==> src/design/atint_pkg.sv <==
// Shared constants, codes and types of the antiperiodic table interpolator.
// No dependencies; imported by every design module but atint_ram, and by the checker.
`default_nettype none

package atint_pkg;

    localparam int GRID_POINTS  = 256;
    localparam int SITE_COUNT   = 4;
    localparam int FLAVOR_COUNT = 2;
    localparam int TIME_BITS    = 20;

    localparam int SITE_BITS    = 2;
    localparam int FLAVOR_BITS  = 1;
    localparam int DT_BITS      = TIME_BITS + 1;
    localparam int DATA_BITS    = 32;
    localparam int CMD_BITS     = 1;

    localparam int ROW_LEN      = GRID_POINTS + 1;
    localparam int ROW_COUNT    = FLAVOR_COUNT * SITE_COUNT * SITE_COUNT;
    localparam int ROW_BITS     = FLAVOR_BITS + 2 * SITE_BITS;
    localparam int TABLE_DEPTH  = ROW_COUNT * ROW_LEN;
    localparam int ADDR_BITS    = $clog2(TABLE_DEPTH);
    localparam int IDX_BITS     = $clog2(ROW_LEN);

    localparam int GRID_SHIFT   = $clog2(GRID_POINTS);
    localparam int FRAC_BITS    = (TIME_BITS > 30) ? 30 : TIME_BITS;
    localparam int LO_BITS      = TIME_BITS - GRID_SHIFT;
    localparam int DIFF_BITS    = DATA_BITS + 1;
    localparam int PROD_BITS    = DIFF_BITS + FRAC_BITS + 1;
    localparam int SUM_BITS     = PROD_BITS - FRAC_BITS;

    localparam int PADDR_BITS   = 3;
    localparam int PDATA_BITS   = 32;
    localparam int REG_BITS     = PADDR_BITS - 2;

    localparam logic [CMD_BITS-1:0] CMD_WRITE = 1'b0;
    localparam logic [CMD_BITS-1:0] CMD_QUERY = 1'b1;

    localparam logic [REG_BITS-1:0] REG_ZERO_WINDOW = 1'b0;
    localparam logic [TIME_BITS-1:0] ZERO_WINDOW_RESET = TIME_BITS'(1);

    localparam logic signed [DATA_BITS-1:0] DATA_MIN = {1'b1, {(DATA_BITS-1){1'b0}}};
    localparam logic signed [DATA_BITS-1:0] DATA_MAX = {1'b0, {(DATA_BITS-1){1'b1}}};

    typedef struct packed {
        logic                 we;
        logic [ADDR_BITS-1:0] addr0;
        logic [ADDR_BITS-1:0] addr1;
        logic [DATA_BITS-1:0] wdata;
    } mem_req_t;

    typedef struct packed {
        logic                 valid;
        logic                 kill;
        logic                 neg;
        logic [FRAC_BITS-1:0] frac;
    } side_t;

endpackage

`default_nettype wire

==> src/design/atint_back.sv <==
// Back stages: difference, fraction multiply, truncating add, negate or zero, and output register.
// Depends on atint_pkg; fed by the stage 3 sample registers of the top level.
`default_nettype none

module atint_back
    import atint_pkg::*;
(
    input  wire logic                        clk,
    input  wire logic                        rst_n,
    input  side_t                            side,
    input  wire logic signed [DATA_BITS-1:0] y0,
    input  wire logic signed [DATA_BITS-1:0] y1,
    output logic                             take,
    output logic                             rsp_valid,
    input  wire logic                        rsp_ready,
    output logic signed [DATA_BITS-1:0]      green_value
);

    logic                        s4_valid_reg;
    side_t                       s4_side_reg;
    logic signed [DATA_BITS-1:0] s4_y0_reg;
    logic signed [DIFF_BITS-1:0] s4_diff_reg;

    logic                        s5_valid_reg;
    side_t                       s5_side_reg;
    logic signed [DATA_BITS-1:0] s5_y0_reg;
    logic signed [PROD_BITS-1:0] s5_prod_reg;

    logic                        s6_valid_reg;
    side_t                       s6_side_reg;
    logic signed [DATA_BITS-1:0] s6_r_reg;

    logic                        out_valid_reg;
    logic signed [DATA_BITS-1:0] out_value_reg;

    logic                        adv4;
    logic                        adv5;
    logic                        adv6;
    logic                        adv_out;
    logic signed [DIFF_BITS-1:0] diff_next;
    logic signed [PROD_BITS-1:0] prod_next;
    logic signed [SUM_BITS-1:0]  sum_next;
    logic signed [DATA_BITS-1:0] out_next;

    assign adv_out = !out_valid_reg || rsp_ready;
    assign adv6    = !s6_valid_reg || adv_out;
    assign adv5    = !s5_valid_reg || adv6;
    assign adv4    = !s4_valid_reg || adv5;
    assign take    = adv4;

    always_comb
    begin
        diff_next = DIFF_BITS'(y1) - DIFF_BITS'(y0);
        prod_next = PROD_BITS'(s4_diff_reg) * PROD_BITS'($signed({1'b0, s4_side_reg.frac}));
        sum_next  = SUM_BITS'(s5_y0_reg) + SUM_BITS'(s5_prod_reg >>> FRAC_BITS);
        if (s6_side_reg.kill)
        begin
            out_next = '0;
        end
        else if (s6_side_reg.neg)
        begin
            out_next = (s6_r_reg == DATA_MIN) ? DATA_MAX : -s6_r_reg;
        end
        else
        begin
            out_next = s6_r_reg;
        end
    end

    always_ff @(posedge clk or negedge rst_n)
    begin
        if (!rst_n)
        begin
            s4_valid_reg  <= 1'b0;
            s5_valid_reg  <= 1'b0;
            s6_valid_reg  <= 1'b0;
            out_valid_reg <= 1'b0;
        end
        else
        begin
            if (adv4)
            begin
                s4_valid_reg <= side.valid;
            end
            if (adv5)
            begin
                s5_valid_reg <= s4_valid_reg;
            end
            if (adv6)
            begin
                s6_valid_reg <= s5_valid_reg;
            end
            if (adv_out)
            begin
                out_valid_reg <= s6_valid_reg;
            end
        end
    end

    always_ff @(posedge clk)
    begin
        if (adv4 && side.valid)
        begin
            s4_side_reg <= side;
            s4_y0_reg   <= y0;
            s4_diff_reg <= diff_next;
        end
        if (adv5 && s4_valid_reg)
        begin
            s5_side_reg <= s4_side_reg;
            s5_y0_reg   <= s4_y0_reg;
            s5_prod_reg <= prod_next;
        end
        if (adv6 && s5_valid_reg)
        begin
            s6_side_reg <= s5_side_reg;
            s6_r_reg    <= DATA_BITS'(sum_next);
        end
        if (adv_out && s6_valid_reg)
        begin
            out_value_reg <= out_next;
        end
    end

    assign rsp_valid   = out_valid_reg;
    assign green_value = out_value_reg;

endmodule

`default_nettype wire

==> config.mk <==
export PLATFORM = sky130hd
export DESIGN_NAME = atint_back
export DESIGN_NICKNAME = d
export VERILOG_FILES = /design/src/design/atint_pkg.sv /design/src/design/atint_back.sv
export SDC_FILE = /design/constraint.sdc
export NUM_CORES = 2
export LEC_CHECK = 0
export BUFFER_PORTS_ARGS = -buffer_cell sky130_fd_sc_hd__buf_2
export CORE_UTILIZATION = 50
export CTS_BUF_LIST = sky130_fd_sc_hd__clkbuf_4
export DETAILED_ROUTE_END_ITERATION = 12
export HOLD_SLACK_MARGIN = 0.02
export PLACE_DENSITY = 0.77
export SLEW_MARGIN = 20
export SYNTH_ARGS = -nofsm -noshare
export SYNTH_HDL_FRONTEND = slang
export SYNTH_SLANG_ARGS = --single-unit
==> constraint.sdc <==
create_clock -name clk -period 11.6 [get_ports clk]
set_input_delay 2.32 -clock clk [delete_from_list [all_inputs] [get_ports clk]]
set_output_delay 2.32 -clock clk [all_outputs]
set_load 0.05 [all_outputs]
=== After elaboration in Yosys (flattened, before gate mapping) ===
Cells that the tools add are included.

* Bits in registers: 243
* Output and inout bits: 34
* Word-level logic and storage cells: 36

* Add/subtract/negate cells: 3
* $mul: 1
* Equal/unequal tests: 1
* Muxes and demuxes: 2
* Reduce and logical (&&, ||, !) cells: 12

{| class="wikitable"
|+ Operators by type and width
! operator !! number
|-
| $mux W32 || 2
|-
| $mul A33 B21 Y52 || 1
|-
| $sub A32 B32 Y33 || 1
|-
| $add A32 B32 Y32 || 1
|-
| $eq A32 B32 Y1 const B || 1
|-
| $neg A32 Y32 || 1
|-
| $logic_and A1 B1 Y1 || 4
|-
| $logic_not A1 Y1 || 4
|-
| $logic_or A1 B1 Y1 || 4
|}

=== Logic depth before layout (Yosys ltp) ===
* Word-level depth: 6
* Mapped depth: 27
* Depth with buffers taken out: 26

=== Least setup slack after synthesis ===
OpenSTA, ideal clock, no wires.

* Path kind: register to register
* Start point: reg s4_side_reg[3] (netlist bit)
* End point: reg s5_prod_reg[51], data pin
* Setup time: 266 ps
* Arrival time: 6587 ps
* Path slack: 4747 ps
* Stages on the path, launching flop included: 26
* Path buffers: 1
* Cell sequence: edfxtp_1 clkbuf_1 and2_1 fa_1 fa_1 inv_1 fa_1 inv_1 fa_1 inv_1 fa_1 inv_1 fa_1 inv_1 fa_1 inv_1 ha_1 nand2_1 nand4_1 nor3b_1 a211oi_1 a2111oi_0 o21ai_0 a21oi_1 o41ai_1 xnor2_1

* Longest elaborated chain between the ends: 1

{| class="wikitable"
|+ Ends and longest elaborated chain
! element !! RTL line !! RTL
|-
| start: declaration || atint_back.sv:20 || <nowiki>side_t s4_side_reg;</nowiki>
|-
| start signal: assignment || atint_back.sv:104 || <nowiki>s4_side_reg <= side;</nowiki>
|-
| $mul A33 B21 Y52 || atint_back.sv:54 || <nowiki>prod_next = PROD_BITS'(s4_diff_reg) * PROD_BITS'($signed({1'b0, s4_side_reg.frac}));</nowiki>
|-
| via prod_next[51] || atint_back.sv:41 || <nowiki>logic signed [PROD_BITS-1:0] prod_next;</nowiki>
|-
| end signal: assignment || atint_back.sv:112 || <nowiki>s5_prod_reg <= prod_next;</nowiki>
|-
| end: declaration || atint_back.sv:27 || <nowiki>logic signed [PROD_BITS-1:0] s5_prod_reg;</nowiki>
|}

The timed path passes the listed nets, and every way through them passes these cells.
A chain may end at the register's enable or synchronous reset.

=== Final worst setup path ===
* Start point: reg s4_diff_reg[19]
* End point: reg s5_prod_reg[51], data pin

* Longest elaborated chain between the ends: 1

{| class="wikitable"
|+ Ends and longest elaborated chain
! element !! RTL line !! RTL
|-
| start: declaration || atint_back.sv:22 || <nowiki>logic signed [DIFF_BITS-1:0] s4_diff_reg;</nowiki>
|-
| start signal: assignment || atint_back.sv:106 || <nowiki>s4_diff_reg <= diff_next;</nowiki>
|-
| $mul A33 B21 Y52 || atint_back.sv:54 ||
|-
| via prod_next[51] || atint_back.sv:41 ||
|}

The timed path passes the listed nets, and every way through them passes these cells.

==> results.json <==
{
  "syn_area_um2": 32600,
  "cts_tree": "built",
  "required_ns": 12.18,
  "ff2ff_setup_slack_ns": 3.71,
  "drive_gt1_share_pct": 8.64,
  "status": "completed",
  "numCtsBuffers": 66,
  "synth_top_area_cell": "fa_1",
  "cts_num_sinks": 223,
  "numPortBuffers": 123,
  "worstSetupPathType": "reg -> reg",
  "setup_viol": 0,
  "clock_tree.root_cell": "clkbuf_4",
  "yosys_warnings": 0,
  "post-place-ws_ns": 3.60,
  "tns_ns": 0,
  "finalHoldViolations": 0,
  "min_path_type": "reg -> reg",
  "final_cell_mix": "640 x fa_1, 639 x inv_1, 460 x and2_1",
  "track_usage_pct": 23.7,
  "viasPerCell": 5.27,
  "largest_reg_flops": 33,
  "multiInputGateArea_um2": 23000,
  "period_needed_ns": 7.89,
  "cp_max_fo": 20,
  "start_kind": "flip-flop",
  "grt_pass1_wl_mm": 123,
  "dieArea_um2": 66300,
  "synth-seq-cells": 223,
  "layout.cells.non_filler": 4133,
  "synth_top_area_share_pct": 39.3,
  "grt_max_degree": 63,
  "clkLatencyLatePin_ns": 0.87,
  "regArea_um2": 6680,
  "start_util_pct": 50.6,
  "drt_pass1_iterations": 6,
  "fp-row-count": 93,
  "overflow": 0,
  "avgSynthCellArea_um2": 10.4,
  "drc": 0,
  "timing.final.ws_setup_ns": 3.71,
  "rsz0062_at_grt": "no",
  "htree_num_levels": 3,
  "die_x_um": 257,
  "io_pins": 124,
  "synthCells": 3141,
  "ctsResizeCount": 0,
  "place.gp.congestion": 0.863,
  "async_reset_ff_share_pct": 1.79,
  "fin_crit_sh_pct": 68.0,
  "totalWireLength_mm": 74.2,
  "fp.dieH_um": 257,
  "drt_iter0_drc": 1360,
  "synth_area_leaders": "fa_1 39%, edfxtp_1 20%, and2_1 8.9%",
  "cts_max_path_buffers": 3,
  "fin_nets": 4153,
  "nFillCells": 5637,
  "clock.fmax_ghz": 0.127,
  "cap_viol_max_count": 0,
  "antenna_left": 0,
  "ctsHoldBuffers": 0,
  "core-area_um2": 64500,
  "vias": 21800,
  "dp_cells": 4006,
  "ys_types": 63,
  "synth_edf_count": 219,
  "synthFlopType": "edfxtp_1",
  "layout_commonest_cell": "fa_1",
  "grt_pass1_vias": 23900,
  "postCtsSetupRepairBufs": 0,
  "fin_skew_ns": 0.122,
  "antenna_found_initial": 3,
  "slew-limit-headroom_pct": 23.5,
  "clk_pin_slew_worst_paths_ns": 0.07,
  "hpwl_mm": 57.9,
  "crit_path_end_kind": "flip-flop",
  "tightest_slew_ns": 1.15,
  "synth_seq_area_share_pct": 20.5,
  "syn_nets": 4064,
  "finalMaxSlewViolations": 0,
  "area_growth_syn_to_layout_pct": 7.25,
  "wl_per_cell_um": 18.0,
  "cp_data_arrival_time_ns": 8.48
}
[synthesized netlist by cell type (7+ instances only)]
cell type	number
o21ai_0	53
a211oi_1	11
o21bai_1	7
nor2_1	67
clkbuf_1	132
nor2b_1	15
and2_1	462
nand4_1	12
o211ai_1	8
a21oi_1	91
a21o_1	29
xnor2_1	78
fa_1	640
inv_1	639
o31ai_1	11
a21oi_2	9
xor2_1	47
o21a_1	20
ha_1	193
nand2_1	256
edfxtp_1	219
or3_1	9
nor3_1	14
nand3_1	10
nand2b_1	23
[per-stage QoR]
stage	utilization, %	hold WS, ns	instance area (um^2)
detailed placement	52.7	0.405	34000
global placement	52.6	0.400	33900
floorplan	-	0.400	32600
finish	54.3	0.401	35000
global route	54.3	0.415	35000
CTS	54.0	0.407	34800
[worst paths after layout]
kind | start | end | depth (start not counted)
hold / removal | s4_y0_reg[22] | s5_y0_reg[22] | 0
setup / recovery | s4_diff_reg[19] | s5_prod_reg[51] | 25
min in group asynchronous | rst_n | rsp_valid | 1
hold reg to reg | s4_y0_reg[22] | s5_y0_reg[22] | 0
max in group asynchronous | rst_n | s5_valid_reg | 1
setup reg to reg | s4_diff_reg[19] | s5_prod_reg[51] | 25
[metal layers]
layer	GRT usage, %	up-vias	routed length [um]	part of all wire, %
met5	0	-	0	0
met4	11.1	0	3140	4.2
met3	3.46	189	3690	5.0
met2	41.4	616	39000	52
met1	28.8	11200	28400	38
li1	-	9835	-	-
[cell type report]
type,instances,share of cell area (%)
antenna,3,0.0215
clock buffer,87,1.87
clock inverter,26,0.469
inverter,639,6.86
multi-input combinational,2143,65.8
sequential,223,19.1
tap,855,3.06
timing repair buffer,157,2.85
[cell families (layout without fill, tap and decap cells)]
group / count (synthesis) / after routing / share of synthesized area (%)
AO/OA/AOI/OAI: 289 / 289 / 5.75
flip-flops: 223 / 223 / 20.5
buffers and inverters: 775 / 909 / 8.99
AND/OR/NAND/NOR: 895 / 895 / 14.7
XOR/XNOR: 125 / 125 / 3.36
multiplexers: 1 / 1 / 0.0307
adder cells (fa/ha/maj): 833 / 833 / 46.7
other: 0 / 3 / 0
[worst max-delay path, stage by stage, from the launching register on]
cell and delay [ns]:
edfxtp_1 1.03, and2_1 0.26, fa_1 0.42, fa_1 0.53, inv_1 0.05, fa_1 0.47
inv_1 0.05, fa_1 0.49, fa_1 0.50, fa_1 0.49, inv_1 0.05, fa_1 0.47
inv_1 0.04, ha_1 0.32, nand2_1 0.08, nor2_1 0.23, o211ai_1 0.17, nor3b_1 0.26
a211oi_1 0.13, buf_4 0.18, a2111oi_0 0.47, buf_4 0.22, o21ai_0 0.13, a21oi_1 0.30
o41ai_1 0.15, xnor2_1 0.13
Power is left out: the tool's default activity adds up to more than one toggle a clock period on the data nets, which glitch-free logic cannot reach.
