File: config.mk
export PLATFORM = sky130hd
export DESIGN_NAME = atint_front
export DESIGN_NICKNAME = d
export VERILOG_FILES = /design/src/design/atint_pkg.sv /design/src/design/atint_front.sv
export SDC_FILE = /design/constraint.sdc
export NUM_CORES = 1
export LEC_CHECK = 0
export ABC_AREA = 1
export BUFFER_PORTS_ARGS = -buffer_cell sky130_fd_sc_hd__buf_2
export CAP_MARGIN = 20
export CORE_ASPECT_RATIO = 1.75
export CORE_MARGIN = 2
export CORE_UTILIZATION = 40
export DETAILED_ROUTE_END_ITERATION = 10
export HOLD_SLACK_MARGIN = 0.08
export PLACE_DENSITY_LB_ADDON = 0.12
export SYNTH_ARGS = -nofsm -noshare
export SYNTH_HDL_FRONTEND = slang
export SYNTH_SLANG_ARGS = --single-unit
File: constraint.sdc
create_clock -name clk -period 5.79 [get_ports clk]
set_input_delay 1.158 -clock clk [delete_from_list [all_inputs] [get_ports clk]]
set_output_delay 1.158 -clock clk [all_outputs]
set_load 0.01 [all_outputs]
File: src/design/atint_pkg.sv
// Shared constants, codes and types of the antiperiodic table interpolator.
// No dependencies; imported by every design module but atint_ram, and by the checker.
`default_nettype none

package atint_pkg;

    localparam int GRID_POINTS  = 256;
    localparam int SITE_COUNT   = 4;
    localparam int FLAVOR_COUNT = 2;
    localparam int TIME_BITS    = 20;

    localparam int SITE_BITS    = 2;
    localparam int FLAVOR_BITS  = 1;
    localparam int DT_BITS      = TIME_BITS + 1;
    localparam int DATA_BITS    = 32;
    localparam int CMD_BITS     = 1;

    localparam int ROW_LEN      = GRID_POINTS + 1;
    localparam int ROW_COUNT    = FLAVOR_COUNT * SITE_COUNT * SITE_COUNT;
    localparam int ROW_BITS     = FLAVOR_BITS + 2 * SITE_BITS;
    localparam int TABLE_DEPTH  = ROW_COUNT * ROW_LEN;
    localparam int ADDR_BITS    = $clog2(TABLE_DEPTH);
    localparam int IDX_BITS     = $clog2(ROW_LEN);

    localparam int GRID_SHIFT   = $clog2(GRID_POINTS);
    localparam int FRAC_BITS    = (TIME_BITS > 30) ? 30 : TIME_BITS;
    localparam int LO_BITS      = TIME_BITS - GRID_SHIFT;
    localparam int DIFF_BITS    = DATA_BITS + 1;
    localparam int PROD_BITS    = DIFF_BITS + FRAC_BITS + 1;
    localparam int SUM_BITS     = PROD_BITS - FRAC_BITS;

    localparam int PADDR_BITS   = 3;
    localparam int PDATA_BITS   = 32;
    localparam int REG_BITS     = PADDR_BITS - 2;

    localparam logic [CMD_BITS-1:0] CMD_WRITE = 1'b0;
    localparam logic [CMD_BITS-1:0] CMD_QUERY = 1'b1;

    localparam logic [REG_BITS-1:0] REG_ZERO_WINDOW = 1'b0;
    localparam logic [TIME_BITS-1:0] ZERO_WINDOW_RESET = TIME_BITS'(1);

    localparam logic signed [DATA_BITS-1:0] DATA_MIN = {1'b1, {(DATA_BITS-1){1'b0}}};
    localparam logic signed [DATA_BITS-1:0] DATA_MAX = {1'b0, {(DATA_BITS-1){1'b1}}};

    typedef struct packed {
        logic                 we;
        logic [ADDR_BITS-1:0] addr0;
        logic [ADDR_BITS-1:0] addr1;
        logic [DATA_BITS-1:0] wdata;
    } mem_req_t;

    typedef struct packed {
        logic                 valid;
        logic                 kill;
        logic                 neg;
        logic [FRAC_BITS-1:0] frac;
    } side_t;

endpackage

`default_nettype wire

File: src/design/atint_front.sv
// Front stages: input register, time decode, grid index and table address.
// Depends on atint_pkg; drives the table RAM ports and the sideband to stage 3.
`default_nettype none

module atint_front
    import atint_pkg::*;
(
    input  wire logic                          clk,
    input  wire logic                          rst_n,
    input  wire logic                          req_valid,
    output logic                               req_ready,
    input  wire logic [CMD_BITS-1:0]           command,
    input  wire logic signed [DT_BITS-1:0]     delta_time,
    input  wire logic [FLAVOR_BITS-1:0]        flavor_a,
    input  wire logic [FLAVOR_BITS-1:0]        flavor_b,
    input  wire logic [SITE_BITS-1:0]          site_a,
    input  wire logic [SITE_BITS-1:0]          site_b,
    input  wire logic [IDX_BITS-1:0]           time_index,
    input  wire logic signed [DATA_BITS-1:0]   entry_value,
    input  wire logic [TIME_BITS-1:0]          zero_window,
    input  wire logic                          adv_down,
    output mem_req_t                           mem_req,
    output side_t                              side
);

    logic                   s1_valid_reg;
    logic [CMD_BITS-1:0]    s1_cmd_reg;
    logic [DT_BITS-1:0]     s1_dt_reg;
    logic [FLAVOR_BITS-1:0] s1_fa_reg;
    logic [FLAVOR_BITS-1:0] s1_fb_reg;
    logic [SITE_BITS-1:0]   s1_sa_reg;
    logic [SITE_BITS-1:0]   s1_sb_reg;
    logic [IDX_BITS-1:0]    s1_ti_reg;
    logic [DATA_BITS-1:0]   s1_wval_reg;

    logic                   s2_valid_reg;
    logic                   s2_query_reg;
    logic                   s2_wr_ok_reg;
    logic                   s2_kill_reg;
    logic                   s2_neg_reg;
    logic [FRAC_BITS-1:0]   s2_frac_reg;
    logic [ADDR_BITS-1:0]   s2_base_reg;
    logic [IDX_BITS-1:0]    s2_idx0_reg;
    logic [IDX_BITS-1:0]    s2_idx1_reg;
    logic [DATA_BITS-1:0]   s2_wval_reg;

    logic                   adv1;
    logic                   adv2;
    logic [ROW_BITS-1:0]    row;
    logic [DT_BITS-1:0]     mag;
    logic                   zero;
    logic                   pos;
    logic [DT_BITS-1:0]     t;
    logic [IDX_BITS-1:0]    i0;
    logic [IDX_BITS-1:0]    i1;
    logic                   query;
    logic                   kill_next;
    logic                   neg_next;
    logic                   wr_ok_next;
    logic [FRAC_BITS-1:0]   frac_next;
    logic [ADDR_BITS-1:0]   base_next;
    logic [IDX_BITS-1:0]    idx0_next;
    logic [IDX_BITS-1:0]    idx1_next;

    assign adv2      = !s2_valid_reg || adv_down;
    assign adv1      = !s1_valid_reg || adv2;
    assign req_ready = adv1;

    always_comb
    begin
        row        = {s1_fa_reg, s1_sa_reg, s1_sb_reg};
        base_next  = ADDR_BITS'(row) * ADDR_BITS'(ROW_LEN);
        mag        = s1_dt_reg[DT_BITS-1] ? (~s1_dt_reg + DT_BITS'(1)) : s1_dt_reg;
        zero       = mag < DT_BITS'(zero_window);
        pos        = !s1_dt_reg[DT_BITS-1] && (s1_dt_reg != '0);
        if (zero)
        begin
            t = '0;
        end
        else if (pos)
        begin
            t = s1_dt_reg;
        end
        else
        begin
            t = s1_dt_reg + (DT_BITS'(1) << TIME_BITS);
        end
        i0         = IDX_BITS'(t >> LO_BITS);
        i1         = (zero || (i0 == IDX_BITS'(GRID_POINTS))) ? i0 : i0 + IDX_BITS'(1);
        frac_next  = FRAC_BITS'(t[LO_BITS-1:0]) << GRID_SHIFT;
        query      = (s1_cmd_reg == CMD_QUERY);
        kill_next  = (s1_fa_reg != s1_fb_reg);
        neg_next   = !zero && !pos;
        wr_ok_next = (s1_ti_reg <= IDX_BITS'(GRID_POINTS));
        idx0_next  = query ? i0 : s1_ti_reg;
        idx1_next  = query ? i1 : s1_ti_reg;
    end

    always_ff @(posedge clk or negedge rst_n)
    begin
        if (!rst_n)
        begin
            s1_valid_reg <= 1'b0;
            s2_valid_reg <= 1'b0;
        end
        else
        begin
            if (adv1)
            begin
                s1_valid_reg <= req_valid;
            end
            if (adv2)
            begin
                s2_valid_reg <= s1_valid_reg;
            end
        end
    end

    always_ff @(posedge clk)
    begin
        if (adv1 && req_valid)
        begin
            s1_cmd_reg  <= command;
            s1_dt_reg   <= delta_time;
            s1_fa_reg   <= flavor_a;
            s1_fb_reg   <= flavor_b;
            s1_sa_reg   <= site_a;
            s1_sb_reg   <= site_b;
            s1_ti_reg   <= time_index;
            s1_wval_reg <= entry_value;
        end
        if (adv2 && s1_valid_reg)
        begin
            s2_query_reg <= query;
            s2_wr_ok_reg <= wr_ok_next;
            s2_kill_reg  <= kill_next;
            s2_neg_reg   <= neg_next;
            s2_frac_reg  <= frac_next;
            s2_base_reg  <= base_next;
            s2_idx0_reg  <= idx0_next;
            s2_idx1_reg  <= idx1_next;
            s2_wval_reg  <= s1_wval_reg;
        end
    end

    always_comb
    begin
        mem_req.we    = s2_valid_reg && !s2_query_reg && s2_wr_ok_reg && adv_down;
        mem_req.addr0 = s2_base_reg + ADDR_BITS'(s2_idx0_reg);
        mem_req.addr1 = s2_base_reg + ADDR_BITS'(s2_idx1_reg);
        mem_req.wdata = s2_wval_reg;
        side.valid    = s2_valid_reg && s2_query_reg;
        side.kill     = s2_kill_reg;
        side.neg      = s2_neg_reg;
        side.frac     = s2_frac_reg;
    end

endmodule

`default_nettype wire

# Word-level counts from Yosys, hierarchy flattened
# Cells that the tools add are included.
[op_classes]
addsub = 5
mul = 1
magnitude_cmp = 2
eq_ne = 2
muxes = 6
bitwise = 1
n_reduce_logical = 18
[op_table]
columns = ["cell", "n"]
rows = [
  ["two-way mux 21 bit", 3],
  ["adder 14 x 9 -> 14 bit", 2],
  ["two-way mux 9 bit", 3],
  ["adder 21 x 1 -> 21 bit, second input constant", 1],
  ["adder 21 bit, second input constant", 1],
  ["less-than comparator 21 x 20 -> 1 bit", 1],
  ["inverter 21 bit", 1],
  ["nonzero test 21 bit", 1],
  ["multiplier 5 x 9 -> 14 bit, second input constant", 1],
  ["adder 9 x 1 -> 9 bit, second input constant", 1],
  ["== test 9 bit, second input constant", 1],
  ["<= comparator 9 bit, second input constant", 1],
  ["logical AND 1 bit", 8],
  ["logical NOT 1 bit", 6],
  ["logical OR 1 bit", 3],
  ["!= test 1 bit", 1],
]
[totals]
register_bits = 151
out_inout_bits = 85
word_cells = 54

# Longest topological paths before layout
# Gate-level depths: netlist of run 1.
[depth]
word_depth = 9
mapped_depth = 27

# Least setup slack after synthesis of run 1
# Ideal clock, no wire load.
[synth_timing]
path_type = "input port to flip-flop"
startpoint = "input port adv_down"
endpoint = "register s2_base_reg[10] (enable)"
setup_ns = 0.523
arrival_time_ns = 4.665
t_required_ns = 5.267
setup_slack_ns = 0.602
cell_stages = 2
n_path_buf = 0
cell_sequence = "inv_1 > a21oi_1"
[synth_via]
elab_chain_cells = 2
[synth_lines]
columns = ["item", "line", "source"]
rows = [
  ["start: declaration", "atint_front.sv:21", "input wire logic adv_down,"],
  ["logical OR 1 bit", "atint_front.sv:65", "assign adv2 = !s2_valid_reg || adv_down;"],
  ["logical AND 1 bit", "atint_front.sv:132", "if (adv2 && s1_valid_reg)"],
  ["end signal: assignment", "atint_front.sv:139", "s2_base_reg <= base_next;"],
  ["end: declaration", "atint_front.sv:42", "logic [ADDR_BITS-1:0] s2_base_reg;"],
]
# No other way between the ends.
# A chain may end at the register's enable or synchronous reset.

# Worst setup path in the final report of run 1
[layout_timing]
startpoint = "register s1_dt_reg[2]"
endpoint = "register s2_idx1_reg[4] (data pin)"
[layout_via]
elab_chain_cells = 9
elab_cells_between_ends = 14
cone_classes = "add/sub (3); order compare (1); eq/ne (1); mux (5); bitwise (1); reduce/logical (3)"
[layout_lines]
columns = ["item", "line", "source"]
rows = [
  ["start: declaration", "atint_front.sv:28", "logic [DT_BITS-1:0] s1_dt_reg;"],
  ["start signal: assignment", "atint_front.sv:124", "s1_dt_reg <= delta_time;"],
  ["parallel branches: the longest is 7 deep, another holds adder 21 x 1 -> 21 bit", "--", ""],
  ["two-way mux 9 bit (*)", "atint_front.sv:89", "i1 = (zero || (i0 == IDX_BITS'(GRID_POINTS))) ? i0 : i0 + IDX_BITS'(1);"],
  ["two-way mux 9 bit (*)", "atint_front.sv:96", "idx1_next = query ? i1 : s1_ti_reg;"],
  ["named net idx1_next[4]", "atint_front.sv:63", "logic [IDX_BITS-1:0] idx1_next;"],
  ["end signal: assignment", "atint_front.sv:141", "s2_idx1_reg <= idx1_next;"],
  ["end: declaration", "atint_front.sv:44", "logic [IDX_BITS-1:0] s2_idx1_reg;"],
]
# Mark *: on every way through the listed nets, which the timed path passes.

==> results of run 1 <==
power by group:
| part | leakage, nW | internal, mW | switching [mW] |
|---|---|---|---|
| clock | 0.278 | 0.573 | 0.475 |
| sequential | 1.37 | 1.25 | 0.0472 |
| combinational | 1.97 | 0.176 | 0.290 |
critical path, cell delays in order (launching register included):
cell,delay (ns)
edfxtp_1,0.42
inv_2,0.09
nand3_1,0.09
nor2_1,0.20
nand4_1,0.13
nand3b_1,0.21
nor3_2,0.14
nand2_1,0.09
nand2_1,0.09
o21ai_1,0.09
xor2_1,0.16
ha_1,0.29
nand3_1,0.10
nor3_1,0.22
nand4_1,0.15
nand3_2,0.22
clkinv_2,0.28
nor2_4,0.17
ha_1,0.20
inv_1,0.07
o21ai_0,0.19
nand2_1,0.07
o21ai_1,0.07
nand2_1,0.06
worst min path at each step:
stage | depth (start not counted) | slack (ns) | endpoint | startpoint
final | 0 | 0.42 | s2_wval_reg[2] | s1_wval_reg[2]
after global routing | 0 | 0.43 | s2_wval_reg[23] | s1_wval_reg[23]
after CTS | 0 | 0.42 | s2_wval_reg[4] | s1_wval_reg[4]
after detailed placement | 0 | 0.40 | s2_wval_reg[15] | s1_wval_reg[15]
after global placement | 0 | 0.40 | s2_wval_reg[2] | s1_wval_reg[2]
after floorplan | 0 | 0.40 | s2_base_reg[10] | s1_sa_reg[0]
layer usage:
layer / wire (um) / vias up / share of wire (%)
met1: 4870 / 2028 / 33
met3: 824 / 32 / 5.7
met4: 516 / 2 / 3.5
met5: 11 / - / 0.076
met2: 8320 / 154 / 57
li1: - / 2167 / -
layout make-up:
cell class,count,area (um2)
Antenna cell,1,2.50
Clock buffer,18,429
Clock inverter,14,144
Fill cell,1457,7810
Inverter,71,268
Multi-Input combinational cell,307,1940
Sequential cell,142,4250
Tap cell,189,236
Timing Repair Buffer,171,861
through the flow:
| stage | cells | util (%) | cell area [um2] | hold slack (ns) | total power, mW |
|---|---|---|---|---|---|
| floorplan | 536 | - | 6560 | 0.400 | 1.62 |
| global route | 913 | 51.0 | 8140 | 0.426 | 2.95 |
| CTS | 912 | 51.0 | 8140 | 0.421 | 2.85 |
| global placement | 880 | 47.4 | 7560 | 0.401 | 1.79 |
| detailed placement | 880 | 47.4 | 7560 | 0.405 | 1.80 |
| finish | 913 | 51.0 | 8140 | 0.420 | 2.82 |
cells by family after synthesis:
kind of cell,Yosys count,synth area share (%)
AND/OR/NAND/NOR,164,11.4
XOR/XNOR,42,5.63
adder cells (fa/ha/maj),36,7.12
AO/OA/AOI/OAI,57,4.90
flip-flops,142,65.1
buffers and inverters,87,5.76
other,1,0.0574
cell usage after synthesis, types with 2 or more instances:
master / instances / area, um2
xor2_1: 37 / 324
xnor2_1: 5 / 43.8
nand2_1: 78 / 293
a21boi_1: 2 / 15.0
nor3_1: 5 / 25.0
buf_4: 11 / 82.6
o21ai_0: 18 / 90.1
o21ai_2: 3 / 26.3
nand3_2: 2 / 20.0
or4_1: 2 / 15.0
fa_1: 2 / 40.0
a21oi_1: 18 / 90.1
nor2_1: 38 / 143
nor2_2: 4 / 25.0
nor3_2: 2 / 20.0
nand3_1: 18 / 90.1
edfxtp_1: 140 / 4200
ha_1: 34 / 425
o21ai_1: 8 / 40.0
a21o_1: 2 / 15.0
clkbuf_1: 4 / 15.0
dfrtp_1: 2 / 50.1
inv_2: 3 / 11.3
inv_1: 66 / 248
nor2_4: 3 / 33.8
o31ai_1: 3 / 22.5
nand4_1: 7 / 43.8
==> flow_metrics.tcl, run 1 <==
set metrics [dict create \
    syn_area_per_cell_um2 12.4 \
    max_freq_mhz 245 \
    drc 0 \
    dr_total_vias 4383 \
    hp-class "register to register" \
    drt_pass1_iterations 5 \
    grtUsageMet1_pct 17.0 \
    place_ws_ns 1.70 \
    ctsHoldBuffers 0 \
    use_met2_pct 32.9 \
    post_cts_resized 0 \
    fp.dieH_um 173 \
    skew_ns 0.0157 \
    wl_per_cell_um 15.9 \
    busiest_layer "met2" \
    peakVddDrop_mv 0.318 \
    crit_required_ns 5.95 \
    ios 178 \
    ys_warn_count 0 \
    crit_path_end "s2_idx1_reg[4]" \
    drt-total-wl_um 14500 \
    use_met3_pct 4.37 \
    hold_viol 0 \
    final_cell_mix "buf_2 (169), edfxtp_1 (140), nand2_1 (78), inv_1 (65), nor2_1 (38)" \
    r2r_start "s1_dt_reg[2]" \
    rsz0062_at_grt "no" \
    crit_path_start "s1_dt_reg[2]" \
    grt_pass1_wl_um 22800 \
    cts_setup_buffers 0 \
    synthArstFlopShare_pct 1.41 \
    clk_pin_slew_ns 0.07 \
    cp_max_fo 16 \
    ant_nets 0 \
    end_kind "register" \
    fp.dieArea_um2 17400 \
    first_global_vias 4627 \
    rr_worst_depth 23 \
    setup_violations 0 \
    start_kind "register" \
    ys_types 39 \
    slew_viol_final 0 \
    status "completed" \
    synth_area_um2 6540 \
    synth_edf_count 140 \
    ys_seq_area_share_pct 65.1 \
    gp_congestion 0.898 \
    viasPerCell 4.80 \
    root_buffer "clkbuf_16" \
    drtIter0Drc 184 \
    r2r_end "s2_idx1_reg[4]" \
    relSlewSlack_pct 40.5 \
    post-route-min-period_ns 4.08 \
    tns_ns 0 \
    track_usage_pct 17.4 \
    worst_pin_slew_ns 0.891 \
    htree_levels 4 \
    die_x_um 101 \
    cts_buffers 17 \
    final_nets 839 \
    area_growth_pct 24.5 \
    reg2reg_slack_ns 1.71 \
    layout_worst_path_cycle_share_pct 70.5 \
    worst_slack_ns 1.71 \
    synth_seq_cells 142 \
    portBuffers 169 \
    drv_cap 0 \
    dpl.hpwl_um 11200 \
    initial_utilization_pct 41.0 \
    grt_start_max_net_pins 44 \
    final_common_cell "buf_2" \
    antenna_found_initial 2 \
    cts_tree "done" \
    grt_remaining_overflow 0 \
    syn_inst 529 \
    synth_flop_cell "edfxtp_1" \
    numClockSinks 142 \
    clockBufferDepth 2 \
    powerDensity_nw_per_um2 346 \
    crit_type "register to register" \
    clock_latency_ns 0.42 \
    p_leak_nw 3.62 \
    cp.arrival_ns 4.24 \
    drive_gt1_share_pct 30.8 \
    core_um2 16000 \
    rows 61 \
]
No activity file was read; power rests on OpenSTA's default activity.
==> inputs of run 2 (changes only) <==
==> constraint.sdc (replaced) <==
create_clock -name clk -period 3.6 [get_ports clk]
set_input_delay 0.72 -clock clk [delete_from_list [all_inputs] [get_ports clk]]
set_output_delay 0.72 -clock clk [all_outputs]
set_load 0.01 [all_outputs]
==> flow_metrics.tcl, run 2 (synthesis results as in run 1) <==
set metrics [dict create \
    hp-class "register to register" \
    crit_required_ns 3.77 \
    ios 178 \
    dr_total_vias 4423 \
    first_global_vias 4765 \
    worst_pin_slew_ns 0.837 \
    final_common_cell "buf_2" \
    grt_start_max_net_pins 32 \
    final_cell_mix "buf_2 (169), edfxtp_1 (140), nand2_1 (77), inv_1 (62), nor2_1 (36)" \
    p_comb_share_pct 17.5 \
    dp_cells 891 \
    grt_pass1_wl_um 23300 \
    tns_ns -0.0353 \
    viasPerCell 4.76 \
    cp.arrival_ns 3.78 \
    p_sw_share_pct 27.2 \
    drv_cap 0 \
    wl_per_cell_um 15.7 \
    area_growth_pct 28.6 \
    pwr-share-seq_pct 45.0 \
    final_nets 856 \
    drt-total-wl_um 14600 \
    root_buffer "clkbuf_16" \
    fin_cells 930 \
    track_usage_pct 17.4 \
    die_x_um 101 \
    cp_max_fo 4 \
    nFillCells 1422 \
    drc 0 \
    fp.dieArea_um2 17400 \
    initial_utilization_pct 41.0 \
    end_kind "register" \
    start_kind "register" \
    powerDensity_nw_per_um2 552 \
    fp.dieH_um 173 \
    relSlewSlack_pct 44.0 \
    cts_tree "done" \
    crit_type "register to register" \
    rsz0062_at_grt "yes" \
    p_switching_mw 1.26 \
    post-route-min-period_ns 3.61 \
    layout_worst_path_cycle_share_pct 100 \
    worst_slack_ns -0.0133 \
    antenna_found_initial 2 \
    htree_levels 4 \
    drtIter0Drc 171 \
    status "finished with violations" \
    portBuffers 169 \
    p_leak_nw 3.72 \
    slew_viol_final 0 \
    drive_gt1_share_pct 35.0 \
    violations "setup timing" \
    dpl.hpwl_um 11500 \
    hold_viol 0 \
    peakVddDrop_mv 0.405 \
    clock_latency_ns 0.42 \
    place_ws_ns -0.0235 \
    cts_buffers 17 \
    drt_pass1_iterations 4 \
    clockBufferDepth 2 \
    power_mw 4.64 \
    core_um2 16000 \
    setup_violations 5 \
    rows 61 \
    p_clk_share_pct 37.5 \
    numClockSinks 142 \
    p_int_mw 3.38 \
    grt_remaining_overflow 0 \
    ant_nets 0 \
    gp_congestion 0.937 \
    skew_ns 0.0101 \
    clk_pin_slew_ns 0.06 \
    max_freq_mhz 277 \
]
[run 2: changes by cell type in the layout (fill, tap and decap cells not counted), sizes merged]
| cell | change |
|---|---|
| buf | +16 |
| bufinv | +2 |
| clkbuf | +1 |
| clkinv | -3 |
| clkinvlp | +1 |
| dlygate4sd3 | +1 |
| inv | -1 |
[run 2: path summary, 6_finish.rpt]
kind	from	endpoint	slack [ns]	depth (start not counted)
min in group asynchronous	rst_n	s1_valid_reg	0.65	2
max in group asynchronous	rst_n	s2_valid_reg	2.85	2
worst max register to register	s1_dt_reg[2]	s2_idx1_reg[7]	-0.01	26
worst max-delay path	s1_dt_reg[2]	s2_idx1_reg[7]	-0.01	26
worst min-delay path	s1_sb_reg[1]	s2_base_reg[9]	0.41	0
worst min register to register	s1_sb_reg[1]	s2_base_reg[9]	0.41	0
[run 2: power by group through the flow]
stage / Sequential [mW] / Combinational [mW] / Clock [mW]
after CTS: 2.09 / 0.799 / 1.78
after global routing: 2.10 / 0.915 / 1.84
final: 2.09 / 0.811 / 1.74
after global placement: 2.12 / 0.780 / 0
after detailed placement: 2.12 / 0.794 / 0
after floorplan: 2.14 / 0.455 / 0
[run 2: critical path, stage by stage, from the launching register on]
cell,delay [ns]
edfxtp_1,0.41
inv_2,0.10
nand3_4,0.09
nor2_4,0.13
nand4_1,0.10
nand3b_1,0.21
nor3_2,0.21
nand2_1,0.13
nand2_2,0.12
o21ai_2,0.06
xor2_1,0.17
ha_2,0.30
nand3_2,0.08
inv_1,0.04
nand2_1,0.05
nand2_1,0.06
nor2_2,0.09
nand3_2,0.13
inv_4,0.09
nor2_4,0.04
inv_2,0.05
ha_1,0.13
nand4_1,0.11
o21ai_2,0.23
nor2_2,0.08
nand3_1,0.11
nand2_1,0.04
[run 2: cell type report]
class	count	area, um2	share of cell area (%)
clock inverter	13	154	1.83
multi-input combinational	307	2040	24.3
timing repair buffer	188	1020	12.1
antenna	1	2.50	0.0298
clock buffer	19	433	5.15
tap	189	236	2.81
inverter	71	269	3.20
sequential	142	4250	50.6
[run 2: stage by stage]
step	util [%]	hold slack, ns	instance area [um2]
2_1_floorplan	-	0.400	6570
5_1_grt	52.7	0.423	8400
4_1_cts	51.9	0.416	8280
3_3_place_gp	48.1	0.400	7670
3_5_place_dp	48.1	0.405	7670
6_report	52.7	0.414	8400
[run 2: what timing repair did]
item	CTS	global route
buffers inserted	0	5
hold buffers	1	0
hold endpoints to repair	2	0
pin swaps	0	13
resized for setup	2	27
endpoints found under the setup margin	7	16
[run 2: per-layer routing]
| metal | vias to the layer above | global-route usage (%) | wire, um |
|---|---|---|---|
| met3 | 32 | 4.49 | 753 |
| li1 | 2202 | - | - |
| met4 | 2 | 8.96 | 522 |
| met5 | - | 0 | 11 |
| met2 | 132 | 33.1 | 8450 |
| met1 | 2055 | 16.4 | 4890 |
==> inputs of run 3 (changes only) <==
--- a/config.mk
+++ b/config.mk
@@ -13,7 +13,7 @@
 export CORE_UTILIZATION = 40
 export DETAILED_ROUTE_END_ITERATION = 10
 export HOLD_SLACK_MARGIN = 0.08
-export PLACE_DENSITY_LB_ADDON = 0.12
+export PLACE_DENSITY = 0.66
 export SYNTH_ARGS = -nofsm -noshare
 export SYNTH_HDL_FRONTEND = slang
 export SYNTH_SLANG_ARGS = --single-unit
==> flow_metrics.tcl, run 3 (synthesis results as in run 1) <==
set metrics [dict create \
    setup_violations 0 \
    portBuffers 169 \
    viasPerCell 4.84 \
    dr_wl_met3_um 622 \
    rr_worst_depth 23 \
    dr_total_vias 4528 \
    topRoutingLayerUsed "met4" \
    grt_pass1_wl_um 23800 \
    post-route-min-period_ns 3.59 \
    peakVddDrop_mv 0.353 \
    slew_viol_final 0 \
    layout_worst_path_cycle_share_pct 99.8 \
    path_delay_family "simple AND/OR/NAND/NOR gates" \
    place_ws_ns -0.142 \
    tns_ns 0 \
    cp_common_cell "nand2_1" \
    fp.dieH_um 173 \
    numClockSinks 142 \
    cp_max_fo 4 \
    final_nets 862 \
    fp.dieArea_um2 17400 \
    hold_viol 0 \
    fin_util_pct 53.2 \
    cp.depth 23 \
    min_path_cells 0 \
    rsz0062_at_grt "yes" \
    htree_levels 4 \
    clk_pin_slew_ns 0.06 \
    drt-total-wl_um 15100 \
    track_usage_pct 18.0 \
    cp.arrival_ns 3.76 \
    final_cell_mix "buf_2 (169), edfxtp_1 (140), nand2_1 (75), inv_1 (62)" \
    ios 178 \
    initial_utilization_pct 41.0 \
    powerDensity_nw_per_um2 545 \
    relSlewSlack_pct 49.9 \
    cts_tree "done" \
    grt_remaining_overflow 0 \
    antenna_found_initial 1 \
    crit_required_ns 3.76 \
    crit_type "register to register" \
    end_kind "register" \
    die_x_um 101 \
    path_cells "inv_2 -> ha_4 -> nand3_4 -> nor2_4 -> nand4_1 -> o31ai_2 -> xor2_1 -> ha_1 -> a21oi_2 -> o21ai_0 -> nand2_1 -> nand2_1 -> nor2_1 -> nand3_2 -> inv_4 -> nor2_4 -> inv_2 -> ha_4 -> nand4_1 -> o21ai_2 -> nor2_2 -> nand3_1 -> nand2_1" \
    max_freq_mhz 278 \
    drt_pass1_iterations 5 \
    r2r_start "s1_dt_reg[1]" \
    skew_ns 0.0176 \
    worst_pin_slew_ns 0.751 \
    rows 61 \
    drv_cap 0 \
    core_um2 16000 \
    p_leak_nw 3.75 \
    drive_gt1_share_pct 36.7 \
    cts_buffers 17 \
    clockBufferDepth 2 \
    critical_path_buf_inv_count 3 \
    cp_slowest_stage_delay_ns 0.38 \
    clock_latency_ns 0.41 \
    grt_start_max_net_pins 37 \
    ant_nets 0 \
    root_buffer "clkbuf_16" \
    start_kind "register" \
    first_global_vias 4809 \
    worst_slack_ns 0.00796 \
    nFillCells 1373 \
    holdCritStartpoint "s1_sa_reg[0]" \
    crit_path_start "s1_dt_reg[1]" \
    status "completed" \
    dpl.hpwl_um 11600 \
    hp-class "register to register" \
    drc 0 \
    m1WireLength_um 5010 \
    dr_wl_met2_um 8890 \
    critPathSlowestCell "edfxtp_1" \
    final_common_cell "buf_2" \
    wl_per_cell_um 16.1 \
    area_growth_pct 29.7 \
    drtIter0Drc 176 \
    gp_congestion 0.926 \
    whs_ns 0.410 \
    reg2reg_slack_ns 0.008 \
]
-- run 3: changes by cell type in the layout (fill, tap and decap cells not counted), moves of 2 or more --
cell	before	now
ha_4	0	2
ha_1	33	30
buf_4	16	22
nand2_1	77	75
clkinv_2	0	2
fa_1	2	0
fa_2	0	2
clkbuf_1	2	0
-- run 3: metrics by stage --
stage	instances	cell area (um2)	power, mW
after floorplan	536	6570	2.60
after global placement	889	7650	2.89
after detailed placement	889	7650	2.92
after CTS	930	8350	4.64
after global routing	936	8480	4.84
final	936	8480	4.62
-- run 3: final cells by class --
cell class                 count  area (um2)  area share (%)
tap                          189         236            2.79
sequential                   142        4250            50.2
timing repair buffer         194        1060            12.5
inverter                      71         269            3.17
clock buffer                  17         425            5.02
multi-input combinational    307        2080            24.5
antenna                        1        2.50          0.0295
clock inverter                15         150            1.77
-- run 3: worst paths after layout --
| kind | end |
|---|---|
| setup / recovery | s2_idx1_reg[7] |
| hold / removal | s2_base_reg[10] |
| setup reg to reg | s2_idx1_reg[7] |
| hold reg to reg | s2_base_reg[10] |
| max in group asynchronous | s2_valid_reg |
| min in group asynchronous | s1_valid_reg |
-- run 3: power breakdown --
group	switching, mW	total, mW	internal [mW]
Clock	0.723	1.70	0.975
Sequential	0.0697	2.09	2.02
Combinational	0.506	0.837	0.331
-- run 3: timing repair --
item                       CTS  global route
resized for setup           13            26
pin swaps                   10            22
hold endpoints to repair     2             0
setup buffers                8             5
setup endpoints to repair   10            17
hold buffers                 1             0
cloned                       0             0
-- run 3: worst reg2reg max path, stage by stage, from the launching register on --
cell and delay, ns:
edfxtp_1 0.38, inv_2 0.12, ha_4 0.16, nand3_4 0.09, nor2_4 0.12, nand4_1 0.13, o31ai_2 0.26, xor2_1 0.28
ha_1 0.31, a21oi_2 0.14, o21ai_0 0.09, nand2_1 0.06, nand2_1 0.04, nor2_1 0.12, nand3_2 0.15, inv_4 0.10
nor2_4 0.04, inv_2 0.08, ha_4 0.12, nand4_1 0.11, o21ai_2 0.20, nor2_2 0.09, nand3_1 0.11, nand2_1 0.05
-- run 3: metal layers --
layer | vias to the layer above | track usage [%]
met2 | 154 | 34.2
met1 | 2126 | 17.5
li1 | 2210 | -
met3 | 38 | 3.96
met4 | 0 | 9.19
met5 | - | 0
